==> src/design/shared_bus_arbiter_with_priority_queue_core_defines.svh <==
// assertion macros used by the arbiter control rtl
// no dependencies; define SYNTH to drop the checks
`ifndef SHARED_BUS_ARBITER_WITH_PRIORITY_QUEUE_CORE_DEFINES_SVH
`define SHARED_BUS_ARBITER_WITH_PRIORITY_QUEUE_CORE_DEFINES_SVH

`ifndef SYNTH
`define SBA_ASSERT_IMP(lbl, clk, rst_n, ante, cons) \
    lbl: assert property (@(posedge clk) disable iff (!rst_n) (ante) |-> (cons)) \
        else $error("sba check failed");
`define SBA_ASSERT_NXT(lbl, clk, rst_n, ante, cons) \
    lbl: assert property (@(posedge clk) disable iff (!rst_n) (ante) |=> (cons)) \
        else $error("sba check failed");
`else
`define SBA_ASSERT_IMP(lbl, clk, rst_n, ante, cons)
`define SBA_ASSERT_NXT(lbl, clk, rst_n, ante, cons)
`endif

`endif

==> src/design/sba_pkg.sv <==
// types and codes of the shared bus arbiter
// no dependencies
package sba_pkg;

    localparam logic       OP_REQUEST     = 1'b0;
    localparam logic       OP_RESPONSE    = 1'b1;
    localparam logic [7:0] CORE_UNSET     = 8'hFF;
    localparam logic [1:0] PRIORITY_RESET = 2'd3;
    localparam logic       REG_LOCAL_CHIP = 1'b0;
    localparam logic       REG_PRIORITY   = 1'b1;
    localparam logic       PORT_REMOTE    = 1'b0;
    localparam logic       PORT_LOCAL     = 1'b1;

    typedef enum logic [1:0] {
        KIND_QUEUED   = 2'd0,
        KIND_FORWARD  = 2'd1,
        KIND_RESPONSE = 2'd2,
        KIND_ERROR    = 2'd3
    } kind_t;

    typedef enum logic [1:0] {
        ERR_NONE          = 2'd0,
        ERR_QUEUE_FULL    = 2'd1,
        ERR_IDLE_RESPONSE = 2'd2
    } err_t;

    typedef struct packed {
        logic [1:0] mgr;
        logic [7:0] tag;
        logic [7:0] dest;
        logic [6:0] core;
    } entry_t;

    typedef struct packed {
        kind_t      kind;
        logic       port;
        logic [1:0] mgr;
        logic [7:0] tag;
        logic [6:0] core;
        err_t       err;
        logic       last;
    } result_t;

endpackage

==> src/design/sba_queue_ram.sv <==
// request queue storage: one write port, one registered read port
// depends on sba_pkg
module sba_queue_ram
    import sba_pkg::*;
#(
    parameter int QUEUE_DEPTH = 8,
    parameter int AW          = 3
)
(
    input  logic          clk,
    input  logic          wr_en,
    input  logic [AW-1:0] wr_addr,
    input  entry_t        wr_data,
    input  logic          rd_en,
    input  logic [AW-1:0] rd_addr,
    output entry_t        rd_data
);

    entry_t mem_reg [QUEUE_DEPTH];
    entry_t rd_data_reg;

    always_ff @(posedge clk)
    begin
        if (wr_en)
        begin
            mem_reg[wr_addr] <= wr_data;
        end
    end

    always_ff @(posedge clk)
    begin
        if (rd_en)
        begin
            rd_data_reg <= mem_reg[rd_addr];
        end
    end

    assign rd_data = rd_data_reg;

endmodule

==> src/design/sba_ctrl.sv <==
// arbitration control: bus owner, queue pointers, result register
// depends on sba_pkg and the assertion macro header
`include "shared_bus_arbiter_with_priority_queue_core_defines.svh"

module sba_ctrl
    import sba_pkg::*;
#(
    parameter int QUEUE_DEPTH = 8,
    parameter int AW          = 3
)
(
    input  logic          clk,
    input  logic          rst_n,
    input  logic [7:0]    local_chip_id,
    input  logic [1:0]    priority_requester,
    input  logic          in_valid,
    output logic          in_ready,
    input  logic          opcode,
    input  logic [1:0]    requester_id,
    input  logic [7:0]    txn_tag,
    input  logic [7:0]    dest_chip,
    input  logic [7:0]    core_tag_in,
    output logic          out_valid,
    input  logic          out_ready,
    output result_t       result,
    output logic          wr_en,
    output logic [AW-1:0] wr_addr,
    output entry_t        wr_data,
    output logic          rd_en,
    output logic [AW-1:0] rd_addr,
    input  entry_t        rd_data
);

    localparam int CW = $clog2(QUEUE_DEPTH + 1);
    localparam logic [AW-1:0] LAST_ADDR = AW'(QUEUE_DEPTH - 1);
    localparam logic [CW-1:0] DEPTH_CNT = CW'(QUEUE_DEPTH);
    localparam logic [AW:0]   DEPTH_SUM = (AW + 1)'(QUEUE_DEPTH);

    typedef enum logic [1:0] {
        S_IDLE  = 2'b01,
        S_GRANT = 2'b10
    } state_t;

    state_t        state_reg, state_next;
    logic          owner_valid_reg, owner_valid_next;
    logic [1:0]    owner_id_reg, owner_id_next;
    logic [AW-1:0] head_reg, head_next;
    logic [CW-1:0] count_reg, count_next;
    logic          out_valid_reg, out_valid_next;
    result_t       out_reg, out_next;

    logic          out_free;
    logic          accept;
    entry_t        new_entry;
    logic [AW:0]   tail_sum;
    logic [AW-1:0] tail_addr;
    logic [AW-1:0] head_dec;
    logic [AW-1:0] head_inc;

    function automatic result_t fwd_result(entry_t e, logic [7:0] chip, logic fin);
        result_t r;
        r.kind = KIND_FORWARD;
        r.port = (e.dest != chip) ? PORT_REMOTE : PORT_LOCAL;
        r.mgr  = e.mgr;
        r.tag  = e.tag;
        r.core = e.core;
        r.err  = ERR_NONE;
        r.last = fin;
        return r;
    endfunction

    function automatic result_t plain_result(kind_t k, logic [1:0] m, logic [7:0] t,
                                             err_t e, logic fin);
        result_t r;
        r.kind = k;
        r.port = PORT_REMOTE;
        r.mgr  = m;
        r.tag  = t;
        r.core = '0;
        r.err  = e;
        r.last = fin;
        return r;
    endfunction

    assign out_free = !out_valid_reg || out_ready;
    assign in_ready = (state_reg == S_IDLE) && out_free;
    assign accept   = in_valid && in_ready;

    // unset core id falls back to the requester
    always_comb
    begin
        new_entry.mgr  = requester_id;
        new_entry.tag  = txn_tag;
        new_entry.dest = dest_chip;
        new_entry.core = (core_tag_in == CORE_UNSET) ? {5'b0, requester_id}
                                                     : core_tag_in[6:0];
    end

    assign tail_sum  = (AW + 1)'(head_reg) + (AW + 1)'(count_reg);
    assign tail_addr = (tail_sum >= DEPTH_SUM) ? AW'(tail_sum - DEPTH_SUM) : AW'(tail_sum);
    assign head_dec  = (head_reg == '0) ? LAST_ADDR : head_reg - 1'b1;
    assign head_inc  = (head_reg == LAST_ADDR) ? '0 : head_reg + 1'b1;

    always_comb
    begin
        state_next       = state_reg;
        owner_valid_next = owner_valid_reg;
        owner_id_next    = owner_id_reg;
        head_next        = head_reg;
        count_next       = count_reg;
        out_next         = out_reg;
        out_valid_next   = out_valid_reg && !out_ready;
        wr_en            = 1'b0;
        wr_addr          = tail_addr;
        wr_data          = new_entry;
        rd_en            = 1'b0;
        rd_addr          = head_reg;
        case (state_reg)
            S_IDLE:
            begin
                if (accept)
                begin
                    out_valid_next = 1'b1;
                    if (opcode == OP_REQUEST)
                    begin
                        if (!owner_valid_reg && count_reg == '0)
                        begin
                            out_next         = fwd_result(new_entry, local_chip_id, 1'b1);
                            owner_valid_next = 1'b1;
                            owner_id_next    = requester_id;
                        end
                        else if (count_reg >= DEPTH_CNT)
                        begin
                            out_next = plain_result(KIND_ERROR, requester_id, txn_tag,
                                                    ERR_QUEUE_FULL, 1'b1);
                        end
                        else
                        begin
                            wr_en = 1'b1;
                            if (requester_id == priority_requester)
                            begin
                                wr_addr   = head_dec;
                                head_next = head_dec;
                            end
                            count_next = count_reg + 1'b1;
                            out_next   = plain_result(KIND_QUEUED, requester_id, txn_tag,
                                                      ERR_NONE, 1'b1);
                        end
                    end
                    else if (!owner_valid_reg)
                    begin
                        out_next = plain_result(KIND_ERROR, 2'd0, txn_tag,
                                                ERR_IDLE_RESPONSE, 1'b1);
                    end
                    else
                    begin
                        owner_valid_next = 1'b0;
                        owner_id_next    = 2'd0;
                        if (count_reg == '0)
                        begin
                            out_next = plain_result(KIND_RESPONSE, owner_id_reg, txn_tag,
                                                    ERR_NONE, 1'b1);
                        end
                        else
                        begin
                            out_next   = plain_result(KIND_RESPONSE, owner_id_reg, txn_tag,
                                                      ERR_NONE, 1'b0);
                            rd_en      = 1'b1;
                            head_next  = head_inc;
                            count_next = count_reg - 1'b1;
                            state_next = S_GRANT;
                        end
                    end
                end
            end
            S_GRANT:
            begin
                if (out_free)
                begin
                    out_next         = fwd_result(rd_data, local_chip_id, 1'b1);
                    out_valid_next   = 1'b1;
                    owner_valid_next = 1'b1;
                    owner_id_next    = rd_data.mgr;
                    state_next       = S_IDLE;
                end
            end
            default:
            begin
                state_next = S_IDLE;
            end
        endcase
    end

    always_ff @(posedge clk or negedge rst_n)
    begin
        if (!rst_n)
        begin
            state_reg       <= S_IDLE;
            owner_valid_reg <= 1'b0;
            owner_id_reg    <= 2'd0;
            head_reg        <= '0;
            count_reg       <= '0;
            out_valid_reg   <= 1'b0;
        end
        else
        begin
            state_reg       <= state_next;
            owner_valid_reg <= owner_valid_next;
            owner_id_reg    <= owner_id_next;
            head_reg        <= head_next;
            count_reg       <= count_next;
            out_valid_reg   <= out_valid_next;
        end
    end

    always_ff @(posedge clk)
    begin
        out_reg <= out_next;
    end

    assign out_valid = out_valid_reg;
    assign result    = out_reg;

    `SBA_ASSERT_IMP(a_count_bound, clk, rst_n, 1'b1, count_reg <= DEPTH_CNT)
    `SBA_ASSERT_IMP(a_grant_bus_free, clk, rst_n, state_reg == S_GRANT, !owner_valid_reg)
    `SBA_ASSERT_NXT(a_read_to_grant, clk, rst_n, rd_en, state_reg == S_GRANT)
    `SBA_ASSERT_IMP(a_queued_nonempty, clk, rst_n, out_valid_reg && out_reg.kind == KIND_QUEUED, count_reg != '0)

endmodule

==> src/design/shared_bus_arbiter_with_priority_queue_core.sv <==
// every result appears in the cycle after its request is accepted, from a registered output
// a completion that grants a queued request gives its second result from the S_GRANT state
// once the output is free, paced by the registered read of the queue memory
// one request per cycle while the output is not stalled; no request is taken in S_GRANT
// reset: bus free, queue empty, local_chip_id 0, priority_requester 3;
// queue memory is not cleared
module shared_bus_arbiter_with_priority_queue_core
    import sba_pkg::*;
#(
    parameter int QUEUE_DEPTH = 8
)
(
    input  logic        clk,
    input  logic        rst_n,
    input  logic        psel,
    input  logic        penable,
    input  logic        pwrite,
    input  logic [2:0]  paddr,
    input  logic [31:0] pwdata,
    output logic [31:0] prdata,
    output logic        pready,
    input  logic        in_valid,
    output logic        in_ready,
    input  logic        opcode,
    input  logic [1:0]  requester_id,
    input  logic [7:0]  txn_tag,
    input  logic [7:0]  dest_chip,
    input  logic signed [7:0] core_tag_in,
    output logic        out_valid,
    input  logic        out_ready,
    output logic [1:0]  kind,
    output logic        route_port,
    output logic [1:0]  manager_out,
    output logic [7:0]  tag_out,
    output logic [6:0]  core_tag_out,
    output logic [1:0]  error_code,
    output logic        last
);

    localparam int AW = $clog2(QUEUE_DEPTH);

    logic [7:0]    local_chip_id_reg;
    logic [1:0]    priority_reg;
    logic          cfg_write;
    result_t       result;
    logic          wr_en;
    logic [AW-1:0] wr_addr;
    entry_t        wr_data;
    logic          rd_en;
    logic [AW-1:0] rd_addr;
    entry_t        rd_data;

    assign pready    = 1'b1;
    assign cfg_write = psel && penable && pwrite && pready;

    always_ff @(posedge clk or negedge rst_n)
    begin
        if (!rst_n)
        begin
            local_chip_id_reg <= 8'd0;
            priority_reg      <= PRIORITY_RESET;
        end
        else if (cfg_write)
        begin
            case (paddr[2])
                REG_LOCAL_CHIP:
                begin
                    local_chip_id_reg <= pwdata[7:0];
                end
                REG_PRIORITY:
                begin
                    priority_reg <= pwdata[1:0];
                end
                default:
                begin
                    priority_reg <= priority_reg;
                end
            endcase
        end
    end

    always_comb
    begin
        case (paddr[2])
            REG_LOCAL_CHIP: prdata = {24'd0, local_chip_id_reg};
            REG_PRIORITY:   prdata = {30'd0, priority_reg};
            default:        prdata = 32'd0;
        endcase
    end

    sba_ctrl #(
        .QUEUE_DEPTH (QUEUE_DEPTH),
        .AW          (AW)
    ) u_ctrl (
        .clk                (clk),
        .rst_n              (rst_n),
        .local_chip_id      (local_chip_id_reg),
        .priority_requester (priority_reg),
        .in_valid           (in_valid),
        .in_ready           (in_ready),
        .opcode             (opcode),
        .requester_id       (requester_id),
        .txn_tag            (txn_tag),
        .dest_chip          (dest_chip),
        .core_tag_in        ($unsigned(core_tag_in)),
        .out_valid          (out_valid),
        .out_ready          (out_ready),
        .result             (result),
        .wr_en              (wr_en),
        .wr_addr            (wr_addr),
        .wr_data            (wr_data),
        .rd_en              (rd_en),
        .rd_addr            (rd_addr),
        .rd_data            (rd_data)
    );

    sba_queue_ram #(
        .QUEUE_DEPTH (QUEUE_DEPTH),
        .AW          (AW)
    ) u_queue_ram (
        .clk     (clk),
        .wr_en   (wr_en),
        .wr_addr (wr_addr),
        .wr_data (wr_data),
        .rd_en   (rd_en),
        .rd_addr (rd_addr),
        .rd_data (rd_data)
    );

    assign kind         = result.kind;
    assign route_port   = result.port;
    assign manager_out  = result.mgr;
    assign tag_out      = result.tag;
    assign core_tag_out = result.core;
    assign error_code   = result.err;
    assign last         = result.last;

endmodule

==> config.mk <==
export PLATFORM = sky130hd
export DESIGN_NAME = shared_bus_arbiter_with_priority_queue_core
export DESIGN_NICKNAME = d
export VERILOG_FILES = /design/src/design/sba_pkg.sv /design/src/design/sba_queue_ram.sv /design/src/design/sba_ctrl.sv /design/src/design/shared_bus_arbiter_with_priority_queue_core.sv
export VERILOG_INCLUDE_DIRS = /design/src /design/src/design
export SDC_FILE = /design/constraint.sdc
export NUM_CORES = 1
export LEC_CHECK = 0
export ABC_AREA = 1
export BUFFER_PORTS_ARGS = -buffer_cell sky130_fd_sc_hd__buf_2
export CAP_MARGIN = 20
export CORE_ASPECT_RATIO = 1.2
export CORE_MARGIN = 2
export CORE_UTILIZATION = 58
export CTS_BUF_LIST = sky130_fd_sc_hd__clkbuf_4 sky130_fd_sc_hd__clkbuf_8 sky130_fd_sc_hd__clkbuf_16
export DETAILED_ROUTE_END_ITERATION = 10
export GPL_TIMING_DRIVEN = 0
export PLACE_DENSITY_LB_ADDON = 0.05
export SLEW_MARGIN = 20
export SYNTH_ARGS = -nofsm -noshare
export SYNTH_HDL_FRONTEND = slang
export SYNTH_SLANG_ARGS = --single-unit
==> constraint.sdc <==
create_clock -name clk -period 4 [get_ports clk]
set_clock_uncertainty 0.1 [all_clocks]
set_input_delay 0.6 -clock clk [delete_from_list [all_inputs] [get_ports clk]]
set_output_delay 0.6 -clock clk [all_outputs]
set_load 0.01 [all_outputs]
==> results of run 1 <==
[power breakdown]
part | leakage [nW] | switching, mW | internal (mW)
sequential | 2.52 | 0.157 | 3.63
combinational | 2.23 | 2.13 | 1.02
clock | 0.426 | 1.01 | 1.40
[Yosys cell counts, types with 3 or more instances]
cell and instances:
nor2_4 3, dfstp_2 3, nand2_2 6, nor2_1 139
o22ai_1 52, dfrtp_1 20, nand3_1 8, inv_2 4
o21ai_0 110, buf_4 32, nand4_1 7, inv_1 38
or2_2 4, buf_6 7, ha_1 9, xor2_1 12
clkbuf_1 24, nand2_1 179, edfxtp_1 248, nor3_1 4
buf_2 6, o21ai_1 14, nand3_2 3, a21oi_1 13
[per-stage QoR]
stage | setup TNS [ns] | cells | hold slack [ns]
finish | 0 | 1383 | 0.219
detailed placement | 0 | 1334 | 0.385
global route | 0 | 1383 | 0.226
floorplan | 0 | 988 | 0.204
CTS | 0 | 1383 | 0.210
global placement | -108.69 | 1323 | 0.376
[layout make-up]
cell class | count | area [sq um]
clock buffer | 37 | 769
fill | 1455 | 6010
timing repair buffer | 86 | 658
buffer | 70 | 443
inverter | 44 | 178
multi-input combinational | 603 | 3000
tap | 261 | 327
sequential | 271 | 8030
clock inverter | 11 | 72.6
[routing by layer]
| layer | vias to the layer above | global-route usage [%] |
|---|---|---|
| met5 | - | 0 |
| met4 | 0 | 9.27 |
| met3 | 55 | 3.04 |
| met2 | 342 | 44.4 |
| met1 | 3672 | 36.1 |
| li1 | 3614 | - |
[cells by family (layout without fill, tap and decap cells)]
| group | count (synthesis) | count (layout) | share of synthesized area, % |
|---|---|---|---|
| buffers and inverters | 114 | 248 | 5.40 |
| XOR/XNOR | 14 | 14 | 1.07 |
| AO/OA/AOI/OAI | 194 | 194 | 9.15 |
| flip-flops | 271 | 271 | 69.9 |
| AND/OR/NAND/NOR | 359 | 359 | 13.1 |
| adder cells (fa/ha/maj) | 11 | 11 | 1.33 |
| other | 2 | 25 | 0.0654 |
[critical path: stages, from the launching register on]
cell and delay (ns):
dfrtp_1 0.51, inv_1 0.24, clkbuf_1 0.52, ha_1 0.29
o21ai_0 0.09, o21ai_1 0.12, nand4_1 0.14, nand2_2 0.11
nand2_1 0.14, nor2_4 0.48, buf_16 0.22
[worst max path at each step]
| stage | from | to | slack [ns] | cells past startpoint |
|---|---|---|---|---|
| 2_1_floorplan | u_ctrl.rd_addr[0] | u_queue_ram.mem_reg[0][0] | 0.83 | 12 |
| 3_3_place_gp | u_ctrl.rd_addr[1] | u_queue_ram.mem_reg[4][9] | -0.65 | 9 |
| 3_5_place_dp | u_ctrl.rd_addr[1] | u_queue_ram.mem_reg[7][9] | 0.74 | 10 |
| 4_1_cts | u_ctrl.rd_addr[1] | u_queue_ram.mem_reg[7][7] | 0.73 | 10 |
| 5_1_grt | u_ctrl.rd_addr[1] | u_queue_ram.mem_reg[4][8] | 0.51 | 10 |
| 6_report | u_ctrl.rd_addr[1] | u_queue_ram.mem_reg[4][9] | 0.71 | 10 |
==> results.md, run 1 <==
- Reg2Reg Depth: 10
- Starting DRC count in detailed routing: 902
- Std-Cell Rows: 56
- Status: finished clean
- Unrepaired setup endpoints after global routing: false
- Remaining Overflow, GRT: 0
- GPL Wtd Cong: 0.844
- Reg2reg start: u_ctrl.rd_addr[1]
- Via density: 5.56
- Async SR Flop Fraction: 8.49%
- CP Class: flop to flop
- Synth unique cells: 38
- Hold Path Depth: 3
- Most used flip-flop cell after synthesis: edfxtp_1
- Hold Path End: local_chip_id_reg[6]
- Worst Tran Pin Value: 0.764 ns
- Met3 WL post-DR: 1970 um
- Most frequent cells in the layout: 248 x edfxtp_1, 179 x nand2_1, 131 x nor2_1
- Average routed wire per standard cell: 19.8 um
- Post-synthesis cell count: 965
- Worst R2R End: u_queue_ram.mem_reg[4][9]
- Buffers on Ports: 74
- First-pass GRT wire length: 41700 um
- Design Area, Final: 13500 sq um
- Top Layer Used: met4
- CTS buffer count: 26
- Syn-to-layout area delta: 17.3%
- H-tree depth: 1
- Final worst slack: 0.709 ns
- Post-CTS sizing: 0
- DRC violations left: 0
- Final Net Count: 1182
- Seq/Total Area, Yosys: 69.9%
- Syn avg cell area: 11.9 sq um
- Data arrival, critical path: 3.43 ns
- Final period util: 82.3%
- Routed met1 length: 11400 um
- Gr usage total: 26.4%
- Routed vias: 7683
- FF+latch count, synth: 271
- Max_cap viols: 0
- Clk Latency, worst-skew pair: 0.53 ns
- Worst R2R Setup Slack: 0.71 ns
- Relative slew margins: 49.0%
- Final Hold Vio Count: 0
- Num Clock Sinks: 271
- Pre-CTS setup slack: 0.744 ns
- Fin. max-slew vios: 0
- Setup crit end kind: flop
- Hold path startpoint: pwdata[6]
- Final core utilization: 69.2%
- Final setup fails: 0
- Post CTS Setup Buffer Count: 0
- VDD IR-drop max: 0.444 mV
- Power density cells: 693 nW/um^2
- Netlist Area Pre-Place: 11500 sq um
- Share of the synthesized area in the top cell type: 64.9%
- Number of global-route vias before repair: 7465
- Total power: 9.34 mW
- CTS tree: built
- Worst Hold Class: primary input to flop
- Fraction of layout cells with a size suffix above 1: 18.7%
- Diodes inserted: 0
- Hold bufs inserted after CTS: 1
- DRT Wirelength: 27400 um
- Max reg flops: 200
- Area leader, netlist: edfxtp_1
- Reg clk slew, reported paths: 0.07 ns
- Largest cells by area after synthesis: edfxtp_1 65%, nand2_1 5.9%, o21ai_0 4.8%
- Antenna Nets Post-Route: 0
- Crit Path Max Fanout: 13
- Die W: 132 um
- Placement Cell Area: 12600 sq um
- Post-synth EDFFs: 248
- Router iterations before antenna repair: 5
- Post-DP HPWL: 17900 um
- Synth warn: 0
- Chip height: 158 um
- Worst Path Required: 4.14 ns
- Most common cell after layout, fill and taps aside: edfxtp_1
- Largest net degree at the start of global routing: 24
- Initial Util: 59.0%
- Startpoint types: flop
- WL met2: 13400 um
- Root Buffer Master: clkbuf_16
- Clk buf depth: 3
- Core ar.: 19500 sq um
- P_leak: 5.17 nW
- Die area: 20900 sq um
- Fmax: 304 MHz
- Initial antenna violation count: 0
- Final min period: 3.29 ns
- # IOs: 127
Power figures use the tool's default switching activity.
==> inputs of run 2 (changes only) <==
==> constraint.sdc (replaced) <==
create_clock -name clk -period 3.2 [get_ports clk]
set_clock_uncertainty 0.1 [all_clocks]
set_input_delay 0.48 -clock clk [delete_from_list [all_inputs] [get_ports clk]]
set_output_delay 0.48 -clock clk [all_outputs]
set_load 0.01 [all_outputs]
==> run 2 against run 1 <==
  * Sequential share of layout area fell by 0.49 points
  * Final cell count rose by 0.65%
  * Combinational power rose by 27%
  * Final area rose by 0.84%
  * Highest routed layer unchanged
  * Largest power group unchanged
  * Count of clock-buffer cells in the layout did not move
  * Flip-flop and latch count did not move
  * Wire length rose by 0.39%
  * Via count rose by 0.22%
  * Clock power rose by 25%
  * Power rose by 26%
  * Non-clock buffer count rose by 9
==> results.md, run 2 (synthesis gave the netlist of run 1 again) <==
- Fin cells: 1392 (was 1383)
- GPL Wtd Cong: 0.844 (unchanged)
- Fill cells: 1437 (was 1455)
- Worst R2R Setup Slack: 0.19 ns (was 0.71 ns)
- P_leak: 5.22 nW (was 5.17 nW)
- Final min period: 3.01 ns (was 3.29 ns)
- Buffers on Ports: 74 (unchanged)
- Post-route setup TNS: 0 ns (unchanged)
- Chip height: 158 um (unchanged)
- Most common cell after layout, fill and taps aside: edfxtp_1 (unchanged)
- Initial antenna violation count: 0 (unchanged)
- Startpoint types: flop (unchanged)
- Crit Path Max Fanout: 13 (unchanged)
- GRT Max-Usage Layer: met2 (unchanged)
- Root Buffer Master: clkbuf_16 (unchanged)
- Area of the multi-input gates: 3000 sq um (unchanged)
- Reg2Reg Depth: 12 (was 10)
- Fmax: 332 MHz (was 304 MHz)
- Hold Path End: local_chip_id_reg[6] (unchanged)
- Final setup fails: 0 (unchanged)
- Die W: 132 um (unchanged)
- Max reg flops: 200 (unchanged)
- Reg clk slew, reported paths: 0.06 ns (was 0.07 ns)
- First-pass GRT wire length: 41700 um (about the same)
- Clk Latency, worst-skew pair: 0.53 ns (about the same)
- Design Area, Final: 13600 sq um (was 13500 sq um)
- Worst Tran Pin Value: 0.760 ns (was 0.764 ns)
- Syn-to-layout area delta: 18.3% (was 17.3%)
- Final core utilization: 69.7% (was 69.2%)
- Worst Path Required: 3.33 ns (was 4.14 ns)
- Hold Path Depth: 3 (unchanged)
- Post-DP HPWL: 17900 um (unchanged)
- Number of global-route vias before repair: 7465 (unchanged)
- Max_cap viols: 0 (unchanged)
- Router iterations before antenna repair: 5 (unchanged)
- Met3 Usage GRT: 3.04% (unchanged)
- Final Net Count: 1191 (was 1182)
- Pre-CTS setup slack: -0.0564 ns (was 0.744 ns)
- Diodes inserted: 0 (unchanged)
- Total power: 11.7 mW (was 9.34 mW)
- Via density: 5.53 (was 5.56)
- Hold path startpoint: pwdata[6] (unchanged)
- Power density cells: 864 nW/um^2 (was 693 nW/um^2)
- Clk buf depth: 3 (unchanged)
- VDD IR-drop max: 0.559 mV (was 0.444 mV)
- Final period util: 94.1% (was 82.3%)
- Worst Hold Class: primary input to flop (unchanged)
- Register area: 8030 sq um (unchanged)
- CP Class: flop to flop (unchanged)
- Reg2reg start: u_ctrl.rd_addr[0] (was u_ctrl.rd_addr[1])
- Routed vias: 7700 (was 7683)
- Unrepaired setup endpoints after global routing: false (unchanged)
- Relative slew margins: 49.3% (was 49.0%)
- Met2 GRT Util: 44.4% (unchanged)
- DRC violations left: 0 (unchanged)
- Fin. max-slew vios: 0 (unchanged)
- Status: finished clean (unchanged)
- Data arrival, critical path: 3.15 ns (was 3.43 ns)
- Final Hold Vio Count: 0 (unchanged)
- Placed cell count: 1334 (unchanged)
- Remaining Overflow, GRT: 0 (unchanged)
- Placement Cell Area: 12600 sq um (unchanged)
- Fraction of layout cells with a size suffix above 1: 19.5% (was 18.7%)
- Most frequent cells in the layout: 248 x edfxtp_1, 179 x nand2_1, 131 x nor2_1 (unchanged)
- Die area: 20900 sq um (unchanged)
- Average routed wire per standard cell: 19.8 um (about the same)
- Initial Util: 59.0% (unchanged)
- Std-Cell Rows: 56 (unchanged)
- # IOs: 127 (unchanged)
- CTS tree: built (unchanged)
- H-tree depth: 1 (unchanged)
- Num Clock Sinks: 271 (unchanged)
- Starting DRC count in detailed routing: 807 (was 902)
- Largest net degree at the start of global routing: 24 (unchanged)
- Setup crit end kind: flop (unchanged)
- Fin Hold WS: 0.0989 ns (was 0.219 ns)
- M1 GR Usage: 36.0% (was 36.1%)
- Gr usage total: 26.4% (about the same)
- Final worst slack: 0.188 ns (was 0.709 ns)
- DRT Wirelength: 27500 um (was 27400 um)
- Antenna Nets Post-Route: 0 (unchanged)
- Core ar.: 19500 sq um (unchanged)
- Worst R2R End: u_queue_ram.mem_reg[7][9] (was u_queue_ram.mem_reg[4][9])
- CTS buffer count: 26 (unchanged)
## run 2: changes by cell type in the layout (fill, tap and decap cells not counted), sizes merged
| cell | previous run | this run |
|---|---|---|
| buf | 131 | 141 |
| inv | 42 | 41 |
| clkbuf | 61 | 60 |
| clkinvlp | 0 | 1 |
## run 2: worst max-delay path, cell delays in order (launching register included)
cell and delay, ns:
dfrtp_1 0.46, buf_4 0.21, inv_2 0.07, buf_6 0.14, buf_4 0.23, ha_1 0.19, o21ai_0 0.08, o21ai_1 0.12
nand4_1 0.14, nand2_2 0.11, nand2_1 0.13, nor2_4 0.48, buf_16 0.23
## run 2: repair_timing
| item | in CTS | in global routing |
|---|---|---|
| pin swaps | 0 | 4 |
| resized for setup | 0 | 1 |
| endpoints found under the setup margin | 41 | 52 |
| cloned | 0 | 0 |
| endpoints found under the hold margin | 20 | 0 |
| setup buffers | 0 | 10 |
| hold buffers | 1 | 0 |
## run 2: worst max path at each step
stage	startpoint	to	slack [ns]	cells past startpoint
floorplan	u_ctrl.rd_addr[0]	u_queue_ram.mem_reg[0][0]	0.03	12
global placement	u_ctrl.rd_addr[1]	u_queue_ram.mem_reg[4][9]	-1.45	9
detailed placement	u_ctrl.rd_addr[1]	u_queue_ram.mem_reg[7][9]	-0.06	10
CTS	u_ctrl.rd_addr[1]	u_queue_ram.mem_reg[7][7]	0.17	9
global route	u_ctrl.rd_addr[0]	u_queue_ram.mem_reg[7][7]	0.01	12
finish	u_ctrl.rd_addr[0]	u_queue_ram.mem_reg[7][9]	0.19	12
## run 2: per-layer routing
| layer | part of all wire, % | up-vias |
|---|---|---|
| met2 | 49 | 327 |
| met5 | 0 | - |
| li1 | - | 3633 |
| met1 | 42 | 3678 |
| met4 | 2.6 | 0 |
| met3 | 6.6 | 62 |
## run 2: area by class of cell
cell class                      instances  area share [%]
Clock buffer                           37            5.67
Sequential cell                       271            59.1
Inverter                               44            1.34
Buffer                                 69            3.23
Clock inverter                         11           0.534
Tap cell                              261            2.40
Timing Repair Buffer                   96            5.67
Multi-Input combinational cell        603            22.1
## run 2: power breakdown
group / total [mW] / internal [mW] / switching (mW)
logic: 3.99 / 1.33 / 2.67
registers: 4.73 / 4.53 / 0.200
clock network: 3.00 / 1.75 / 1.25
